## src/design/bps_pkg.sv

```systemverilog
// ----------------------------------------------------------------------------
// bps_pkg: shared types and constants of the byte pattern search
// Payload structs, configuration register map and internal step record.
// ----------------------------------------------------------------------------
package bps_pkg;

	localparam int unsigned MAX_PATTERN = 16;
	localparam int unsigned PAT_BYTES   = 16;
	localparam int unsigned LEN_W       = 5;
	localparam int unsigned ADDR_W      = 32;
	localparam int unsigned CFG_DATA_W  = 64;
	localparam int unsigned CFG_IDX_W   = 2;

	typedef enum logic [CFG_IDX_W-1:0] {
		REG_PATTERN_LENGTH = 2'd0,
		REG_PATTERN_LOW    = 2'd1,
		REG_PATTERN_HIGH   = 2'd2,
		REG_RANGE_START    = 2'd3
	} cfg_index_t;

	typedef struct packed {
		logic [7:0] data_byte;
		logic       last_byte;
	} in_item_t;

	typedef struct packed {
		logic              found;
		logic [ADDR_W-1:0] match_start;
		logic [ADDR_W-1:0] match_end;
	} out_item_t;

	typedef struct packed {
		logic [LEN_W-1:0]               pattern_length;
		logic [PAT_BYTES-1:0][7:0]      pattern;
		logic [ADDR_W-1:0]              range_start;
	} cfg_t;

	// per-word decision from the window stage
	typedef struct packed {
		logic              emit;
		logic              found;
		logic [LEN_W-1:0]  len;
		logic [ADDR_W-1:0] count;
	} step_t;

endpackage

```

## src/design/bps_stream_if.sv

```systemverilog
// ----------------------------------------------------------------------------
// bps_stream_if: valid/ready word channel
// Carries one payload word per handshake; payload type set per instance.
// ----------------------------------------------------------------------------
interface bps_stream_if #(
	parameter type payload_t = logic
);
	logic     valid;
	logic     ready;
	payload_t payload;

	modport source (output valid, output payload, input ready);
	modport sink   (input valid, input payload, output ready);
endinterface

```

## src/design/byte_pattern_search.sv

```systemverilog
// ----------------------------------------------------------------------------
// byte_pattern_search: first occurrence of a byte pattern in a byte stream
// Bytes of a memory range arrive on "stream", one per word, in address order;
// last_byte marks the end of the range. Results leave on "result".
// On the first full match one word is sent with found=1, match_start and
// match_end (one past the match); further bytes of that range give nothing.
// A range that ends unmatched, or an empty pattern, gives one word with
// found=0 and both addresses at range_start, sent for the last byte.
// The result word is registered and sent in the cycle after its accepted byte;
// one byte is taken every cycle, set by the single window-compare stage, and
// the output register keeps accepting while a result waits only if the sink
// takes it in the same cycle; otherwise stream.ready drops until it does.
// Reset clears configuration, window, byte count and the output valid flag;
// stream.ready stays low in reset until the run flag is set. The user must
// write registers via wr_en/wr_index/wr_data only while idle; the block lacks a check.
// ----------------------------------------------------------------------------
module byte_pattern_search #(
	parameter int unsigned MaxPattern = bps_pkg::MAX_PATTERN
) (
	input  logic                            clk,
	input  logic                            arst_n,
	bps_stream_if.sink                      stream,
	bps_stream_if.source                    result,
	input  logic                            wr_en,
	input  bps_pkg::cfg_index_t             wr_index,
	input  logic [bps_pkg::CFG_DATA_W-1:0]  wr_data
);
	import bps_pkg::*;

	cfg_t      cfg;
	step_t     step;
	logic      accept;
	logic      take_ok;
	out_item_t res_item;

	assign stream.ready = take_ok;
	assign accept       = stream.valid && take_ok;

	bps_config u_config (
		.clk      (clk),
		.arst_n   (arst_n),
		.wr_en    (wr_en),
		.wr_index (wr_index),
		.wr_data  (wr_data),
		.cfg      (cfg)
	);

	bps_window #(
		.MaxPattern (MaxPattern)
	) u_window (
		.clk    (clk),
		.arst_n (arst_n),
		.accept (accept),
		.item   (stream.payload),
		.cfg    (cfg),
		.step   (step)
	);

	bps_result u_result (
		.clk       (clk),
		.arst_n    (arst_n),
		.accept    (accept),
		.step      (step),
		.cfg       (cfg),
		.out_ready (result.ready),
		.out_valid (result.valid),
		.out_item  (res_item),
		.in_ready  (take_ok)
	);

	assign result.payload = res_item;

endmodule

```

## src/design/bps_config.sv

```systemverilog
// ----------------------------------------------------------------------------
// bps_config: configuration registers
// Write-only register file holding pattern length, pattern bytes and range start.
// ----------------------------------------------------------------------------
module bps_config (
	input  logic                                 clk,
	input  logic                                 arst_n,
	input  logic                                 wr_en,
	input  bps_pkg::cfg_index_t                  wr_index,
	input  logic [bps_pkg::CFG_DATA_W-1:0]       wr_data,
	output bps_pkg::cfg_t                        cfg
);
	import bps_pkg::*;

	logic [LEN_W-1:0]      len_q;
	logic [63:0]           pat_low_q;
	logic [63:0]           pat_high_q;
	logic [ADDR_W-1:0]     start_q;

	always_ff @(posedge clk or negedge arst_n) begin
		if (!arst_n) begin
			len_q      <= '0;
			pat_low_q  <= '0;
			pat_high_q <= '0;
			start_q    <= '0;
		end else if (wr_en) begin
			case (wr_index)
				REG_PATTERN_LENGTH: len_q      <= wr_data[LEN_W-1:0];
				REG_PATTERN_LOW:    pat_low_q  <= wr_data;
				REG_PATTERN_HIGH:   pat_high_q <= wr_data;
				REG_RANGE_START:    start_q    <= wr_data[ADDR_W-1:0];
				default: ;
			endcase
		end
	end

	assign cfg.pattern_length = len_q;
	assign cfg.pattern        = {pat_high_q, pat_low_q};
	assign cfg.range_start    = start_q;

endmodule

```

## src/design/bps_window.sv

```systemverilog
// ----------------------------------------------------------------------------
// bps_window: byte window, byte counter and pattern compare
// Shifts bytes into the window until a match; checks the pattern in parallel.
// ----------------------------------------------------------------------------
module bps_window #(
	parameter int unsigned MaxPattern = bps_pkg::MAX_PATTERN
) (
	input  logic              clk,
	input  logic              arst_n,
	input  logic              accept,
	input  bps_pkg::in_item_t item,
	input  bps_pkg::cfg_t     cfg,
	output bps_pkg::step_t    step
);
	import bps_pkg::*;

	logic [7:0]        window_q [MaxPattern];
	logic [7:0]        window_nx [MaxPattern];
	logic [ADDR_W-1:0] count_q;
	logic [ADDR_W-1:0] count_nx;
	logic              done_q;
	logic [LEN_W-1:0]  len_eff;
	logic [MaxPattern-1:0] pos_ok;
	logic              hit;

	// pattern length clamped to the window depth
	assign len_eff = (cfg.pattern_length > LEN_W'(MaxPattern)) ?
		LEN_W'(MaxPattern) : cfg.pattern_length;

	always_comb begin
		window_nx[0] = item.data_byte;
		for (int k = 1; k < MaxPattern; k++) begin
			window_nx[k] = window_q[k-1];
		end
	end

	// window entry k (newest at 0) must equal pattern byte len-1-k
	always_comb begin
		for (int k = 0; k < MaxPattern; k++) begin
			pos_ok[k] = (LEN_W'(k) >= len_eff) ||
				(window_nx[k] == cfg.pattern[4'(len_eff - LEN_W'(k) - LEN_W'(1))]);
		end
	end

	assign count_nx = count_q + ADDR_W'(1);
	assign hit      = (len_eff != '0) && (count_nx >= ADDR_W'(len_eff)) && (&pos_ok);

	always_ff @(posedge clk or negedge arst_n) begin
		if (!arst_n) begin
			for (int k = 0; k < MaxPattern; k++) window_q[k] <= '0;
			count_q <= '0;
			done_q  <= 1'b0;
		end else if (accept) begin
			if (item.last_byte) begin
				for (int k = 0; k < MaxPattern; k++) window_q[k] <= '0;
				count_q <= '0;
				done_q  <= 1'b0;
			end else if (!done_q) begin
				window_q <= window_nx;
				count_q  <= count_nx;
				done_q   <= hit;
			end
		end
	end

	assign step.emit  = !done_q && (hit || item.last_byte);
	assign step.found = hit;
	assign step.len   = len_eff;
	assign step.count = count_nx;

endmodule

```

## src/design/bps_result.sv

```systemverilog
// ----------------------------------------------------------------------------
// bps_result: result address math and output register
// Forms match addresses and holds the result word until the sink takes it.
// ----------------------------------------------------------------------------
module bps_result (
	input  logic               clk,
	input  logic               arst_n,
	input  logic               accept,
	input  bps_pkg::step_t     step,
	input  bps_pkg::cfg_t      cfg,
	input  logic               out_ready,
	output logic               out_valid,
	output bps_pkg::out_item_t out_item,
	output logic               in_ready
);
	import bps_pkg::*;

	logic              run_q;
	logic              valid_q;
	out_item_t         item_q;
	logic [ADDR_W-1:0] end_addr;
	logic [ADDR_W-1:0] start_addr;

	assign end_addr   = cfg.range_start + step.count;
	assign start_addr = end_addr - ADDR_W'(step.len);

	always_ff @(posedge clk or negedge arst_n) begin
		if (!arst_n) begin
			run_q   <= 1'b0;
			valid_q <= 1'b0;
		end else begin
			run_q <= 1'b1;
			if (accept && step.emit) begin
				valid_q <= 1'b1;
			end else if (out_ready) begin
				valid_q <= 1'b0;
			end
		end
	end

	always_ff @(posedge clk) begin
		if (accept && step.emit) begin
			item_q.found       <= step.found;
			item_q.match_start <= step.found ? start_addr : cfg.range_start;
			item_q.match_end   <= step.found ? end_addr : cfg.range_start;
		end
	end

	assign in_ready  = run_q && (!valid_q || out_ready);
	assign out_valid = valid_q;
	assign out_item  = item_q;

endmodule

```

## src/flat_wrapper.sv

```systemverilog
// flat-port wrapper written by rule: the top's interface ports become plain ports
module byte_pattern_search_flat import bps_pkg::*;
#(
	parameter int unsigned MaxPattern = bps_pkg::MAX_PATTERN
)
  (clk, arst_n, wr_en, wr_index, wr_data, stream_valid, stream_payload, stream_ready, result_valid, result_payload, result_ready);
  bps_stream_if #(.payload_t(in_item_t)) stream_i ();
  bps_stream_if #(.payload_t(out_item_t)) result_i ();
  input  logic clk;
  input  logic arst_n;
  input  logic wr_en;
  input  bps_pkg::cfg_index_t wr_index;
  input  logic [bps_pkg::CFG_DATA_W-1:0] wr_data;
  input wire logic [$bits(stream_i.valid)-1:0] stream_valid;
  input wire logic [$bits(stream_i.payload)-1:0] stream_payload;
  output wire logic [$bits(stream_i.ready)-1:0] stream_ready;
  output wire logic [$bits(result_i.valid)-1:0] result_valid;
  output wire logic [$bits(result_i.payload)-1:0] result_payload;
  input wire logic [$bits(result_i.ready)-1:0] result_ready;
  assign stream_i.valid = stream_valid;
  assign stream_i.payload = stream_payload;
  assign stream_ready = stream_i.ready;
  assign result_valid = result_i.valid;
  assign result_payload = result_i.payload;
  assign result_i.ready = result_ready;
  byte_pattern_search #(.MaxPattern(MaxPattern)) u_core (.clk(clk), .arst_n(arst_n), .stream(stream_i), .result(result_i), .wr_en(wr_en), .wr_index(wr_index), .wr_data(wr_data));
endmodule
```

## config.mk

```make
export PLATFORM = sky130hd
export DESIGN_NAME = byte_pattern_search_flat
export DESIGN_NICKNAME = d
export VERILOG_FILES = /design/src/design/bps_pkg.sv /design/src/design/bps_stream_if.sv /design/src/design/byte_pattern_search.sv /design/src/design/bps_config.sv /design/src/design/bps_window.sv /design/src/design/bps_result.sv /design/src/flat_wrapper.sv
export SDC_FILE = /design/constraint.sdc
export NUM_CORES = 1
export LEC_CHECK = 0
export BUFFER_PORTS_ARGS = -buffer_cell sky130_fd_sc_hd__buf_2
export CAP_MARGIN = 20
export CORE_MARGIN = 1.5
export CORE_UTILIZATION = 38
export CTS_CLUSTER_DIAMETER = 200
export DETAILED_ROUTE_END_ITERATION = 8
export PLACE_DENSITY = 0.57
export SLEW_MARGIN = 10
export SYNTH_ARGS = -nofsm -noshare
export SYNTH_HDL_FRONTEND = slang
export SYNTH_SLANG_ARGS = --single-unit
```

## constraint.sdc

```tcl
create_clock -name clk -period 13.7 [get_ports clk]
set_input_delay 2.74 -clock clk [delete_from_list [all_inputs] [get_ports clk]]
set_output_delay 2.74 -clock clk [all_outputs]
set_load 0.01 [all_outputs]
```

==> impl_metrics.yaml <==
synthesis:
  yosysUniqueCellTypes: 95
  ys_top_cells_by_count: "320 x sky130_fd_sc_hd__dfrtp_1, 255 x sky130_fd_sc_hd__mux2i_1, 240 x sky130_fd_sc_hd__mux2_2, 172 x sky130_fd_sc_hd__nand2_1, 140 x sky130_fd_sc_hd__nor2_1"
  postSynthCellCount: 2928
  async_flop_share_pct: 83.1
  netlist_area_um2: 30100
  post_synth_main_area_contributors: "sky130_fd_sc_hd__dfrtp_1 27%, sky130_fd_sc_hd__mux2_2 9.0%, sky130_fd_sc_hd__mux2i_1 8.5%"
  post_synthesis_register_bit_count: 385
  synth_sequential_area_ratio_pct: 33.1
  synthFlopType: "sky130_fd_sc_hd__dfrtp_1"
  synth_enable_flop_cells: 65
  yosys.cell_count.top_type: "sky130_fd_sc_hd__dfrtp_1"
  synth_largest_type_area_fraction_pct: 26.6
  synth.largest_area_cell: "sky130_fd_sc_hd__dfrtp_1"
  post_synth.cell_area_avg_um2: 10.3
  postSynthNetCount: 3054
  synth-warning-count: 0
setup_path:
  critical_path_s_slowest_cell: "sky130_fd_sc_hd__buf_4"
  critical_path_peak_fanout: 77
  critical_path.reg2reg.endpoint: "u_core.u_result.out_item[29]$_DFFE_PP_"
  crit_path_end_kind: "flip-flop"
  worstSetupStartpoint: "u_core.u_config.len_q[4]$_DFFE_PN0P_"
  timing.critical_path.required_ns: 14.04
  criticalPathCategory: "reg -> reg"
  cp_bufs_invs: 6
  crit_top_cell: "sky130_fd_sc_hd__buf_4"
  setup_slack_of_the_worst_register_to_register_path_ns: 6.15
  crit_chain: "nor2b_4, buf_4, inv_4, buf_4, buf_4, a211oi_1, or3_1, a2111oi_0, a211o_1, and4b_1, a41oi_1, nor4_1, o2111ai_1, nor4_4, buf_4, buf_4, mux2_2"
  startpoint_type: "flip-flop"
  cpLargestDelayFamily: "buffers and inverters"
  crit_reg_reg_startpoint: "u_core.u_config.len_q[4]$_DFFE_PN0P_"
  worstRegToRegCells: 17
  arrival_ns: 7.90
  cpPeakStageDelay_ns: 0.72
  crit_cells: 17
  cp_capture_point: "u_core.u_result.out_item[29]$_DFFE_PP_"
layout:
  nNetsFinal: 3085
  area_growth_syn_to_layout_pct: 10.8
  final_layout_size_suffix_gt1_share_pct: 23.4
  final_area_um2: 33400
drt:
  detail_route.iter0.violations: 3267
  drcViolationCount: 0
  vias_per_cell: 6.53
  routed-via-count: 26500
  drt.antenna.violating_nets: 0
  total_iterations_of_the_first_detailed_routing_run: 9
  wirelength_mm: 137
  route.detailed.wl_per_inst_um: 33.8
power:
  power-per-cell-area_nw_per_um2: 173
  design_power_total_mw: 5.78
  worst_ir_drop_vdd_mv: 0.106
  leak_pwr_nw: 14.1
run:
  max_cap_violations: 0
sta:
  rsz_0062_raised_after_global_routing: "false"
  tightestPinTransition_ns: 1.38
  fmax_ghz: 0.132
  post-route-min-period_ns: 7.55
  timing.final.crit_share_pct: 55.1
  timing.hold.ws_ns: 0.522
  hold_violations: 0
  drv_slew: 0
  setup-tns-final_ns: 0
  setup_violations: 0
  worst_clock_skew_ns: 0.0342
  max-slew-margin-rel_pct: 8.21
global_route:
  grt_pass1_vias: 25000
  use_met3_pct: 8.80
  globalRouteMet2Util_pct: 45.0
  grt.total_usage_pct: 33.1
  groute.layer.met1.usage_pct: 49.2
  largest_net_degree_at_the_start_of_global_routing: 125
  grt_overflow_total: 0
  most_used_routing_layer: "met1"
  grt_antenna_before_repair: 6
  first_pass_grt_wire_length_mm: 193
clocking:
  ctsHtreeMaxLevel: 2
  worst_skew_pair.late_latency_ns: 0.61
  path_clk_slew_ns: 0.06
  tritoncts: "built"
  cts-hold-fix-buffers: 0
  clock_tree.root_cell: "sky130_fd_sc_hd__clkbuf_16"
  cts_max_path_bufs: 3
  ctsResizeCount: 0
  number_of_clock_buffers_inserted_by_tritoncts: 46
  post_cts_buffers: 0
  clock_sinks: 385
floorplan:
  height_of_the_chip_um: 285
  initial_utilization_pct: 38.2
  dieWidth_um: 285
  fp.dieArea_um2: 80900
  number_of_cell_rows: 103
  pin_count: 147
  core_area_um2: 78700
min_path:
  min-delay-path-class: "reg -> reg"
place:
  placed_area_um2: 31700
  final_gp_congestion: 1.04
  place.port_buffers: 146
  hpwl_mm: 106
status:
  result_of_the_run: "finished, final reports clean"
## worst register-to-register path, stage by stage, from the launching register on
cell and delay [ns]:
sky130_fd_sc_hd__dfrtp_2 0.63, sky130_fd_sc_hd__nor2b_4 0.07, sky130_fd_sc_hd__buf_4 0.31, sky130_fd_sc_hd__inv_4 0.43, sky130_fd_sc_hd__buf_4 0.65, sky130_fd_sc_hd__buf_4 0.77, sky130_fd_sc_hd__a211oi_1 0.31, sky130_fd_sc_hd__or3_1 0.37
sky130_fd_sc_hd__a2111oi_0 0.61, sky130_fd_sc_hd__a211o_1 0.22, sky130_fd_sc_hd__and4b_1 0.24, sky130_fd_sc_hd__a41oi_1 0.28, sky130_fd_sc_hd__nor4_1 0.37, sky130_fd_sc_hd__o2111ai_1 0.24, sky130_fd_sc_hd__nor4_4 0.32, sky130_fd_sc_hd__buf_4 0.24
sky130_fd_sc_hd__buf_4 0.68, sky130_fd_sc_hd__mux2_2 0.56
## layout by cell type (no fill, tap or decap), types with 23 or more instances in the layout
| cell type | n |
|---|---|
| sky130_fd_sc_hd__xor2_1 | 103 |
| sky130_fd_sc_hd__nand4_1 | 30 |
| sky130_fd_sc_hd__inv_1 | 53 |
| sky130_fd_sc_hd__nor3_1 | 46 |
| sky130_fd_sc_hd__and2_1 | 31 |
| sky130_fd_sc_hd__nand2_1 | 172 |
| sky130_fd_sc_hd__mux2i_1 | 250 |
| sky130_fd_sc_hd__buf_4 | 68 |
| sky130_fd_sc_hd__buf_2 | 147 |
| sky130_fd_sc_hd__clkbuf_16 | 49 |
| sky130_fd_sc_hd__o21ai_0 | 106 |
| sky130_fd_sc_hd__a22o_1 | 128 |
| sky130_fd_sc_hd__mux4_2 | 111 |
| sky130_fd_sc_hd__a21o_1 | 23 |
| sky130_fd_sc_hd__nor2_1 | 138 |
| sky130_fd_sc_hd__edfxtp_1 | 65 |
| sky130_fd_sc_hd__dfrtp_1 | 317 |
| sky130_fd_sc_hd__a21oi_1 | 113 |
| sky130_fd_sc_hd__a31oi_1 | 32 |
| sky130_fd_sc_hd__a211oi_1 | 32 |
| sky130_fd_sc_hd__and3_1 | 26 |
| sky130_fd_sc_hd__mux2_2 | 240 |
| sky130_fd_sc_hd__ha_1 | 44 |
| sky130_fd_sc_hd__xnor2_1 | 135 |
| sky130_fd_sc_hd__nand3_1 | 66 |
## cell families (layout without fill, tap and decap cells)
family,count (synthesis),in the layout,share of synthesized area (%)
other,1,6,0.0125
buffers and inverters,296,362,4.36
DFF,385,385,33.1
xor gates and xnor gates,241,241,7.06
muxes,612,612,26.0
and+or+nand+nor,670,670,11.4
AOI/OAI and AO/OA,675,675,16.1
adders and majority gates,48,48,2.00
## how the worst min path moves through the flow
| stage | endpoint | cells after the start | start | slack, ns |
|---|---|---|---|---|
| after floorplan | u_core.u_window.window_nx[4]$_DFFE_PN0P_ | 2 | u_core.u_window.window_nx[4]$_DFFE_PN0P_ | 0.47 |
| after global placement | u_core.u_window.window_nx[117]$_DFFE_PN0P_ | 1 | u_core.u_window.window_nx[117]$_DFFE_PN0P_ | 0.50 |
| after detailed placement | u_core.u_window.window_nx[21]$_DFFE_PN0P_ | 1 | u_core.u_window.window_nx[21]$_DFFE_PN0P_ | 0.50 |
| after CTS | u_core.u_window.window_nx[21]$_DFFE_PN0P_ | 1 | u_core.u_window.window_nx[21]$_DFFE_PN0P_ | 0.52 |
| after global routing | u_core.u_window.window_nx[117]$_DFFE_PN0P_ | 1 | u_core.u_window.window_nx[117]$_DFFE_PN0P_ | 0.55 |
| final | u_core.u_window.window_nx[21]$_DFFE_PN0P_ | 1 | u_core.u_window.window_nx[21]$_DFFE_PN0P_ | 0.52 |
## per-stage QoR
| step | utilization (%) | instances | setup WS (ns) |
|---|---|---|---|
| after detailed placement | 40.3 | 3959 | 6.23 |
| after floorplan | - | 2928 | 6.79 |
| final | 42.4 | 4049 | 6.15 |
| after global routing | 42.4 | 4045 | 5.70 |
| after global placement | 40.3 | 3955 | 5.99 |
| after CTS | 42.3 | 4042 | 6.21 |
## flip-flops by register name (all words and copies together), names as in the netlist
name	cells
u_core.u_config.len_q	5
u_core.u_config.pat_high_q	64
u_core.u_config.pat_low_q	64
u_core.u_config.start_q	32
u_core.u_result.out_item	65
u_core.u_result.out_valid	1
u_core.u_result.run_q	1
u_core.u_window.count_q	32
u_core.u_window.done_q	1
u_core.u_window.window_nx	120
## final cells by class
cell class | instances | area (um2)
multi-input cells | 2247 | 18900
well taps | 1050 | 1310
diodes | 5 | 12.5
inverters | 61 | 231
clock inverters | 16 | 233
clock buffers | 67 | 1380
flip-flops and latches | 385 | 9970
fillers | 7566 | 45400
repair buffers | 218 | 1280
## layer usage
metal	up-vias	routed length (um)	share of wire (%)
met3	247	14300	10
met1	13600	61900	45
li1	11200	-	-
met5	-	0	0
met4	0	6090	4.4
met2	1385	54700	40
## where the power goes
group	internal, mW	switching, mW	total (mW)
Sequential	1.28	0.274	1.56
Clock	0.797	0.517	1.31
Combinational	1.11	1.79	2.90
No activity file was read; power rests on OpenSTA's default activity.
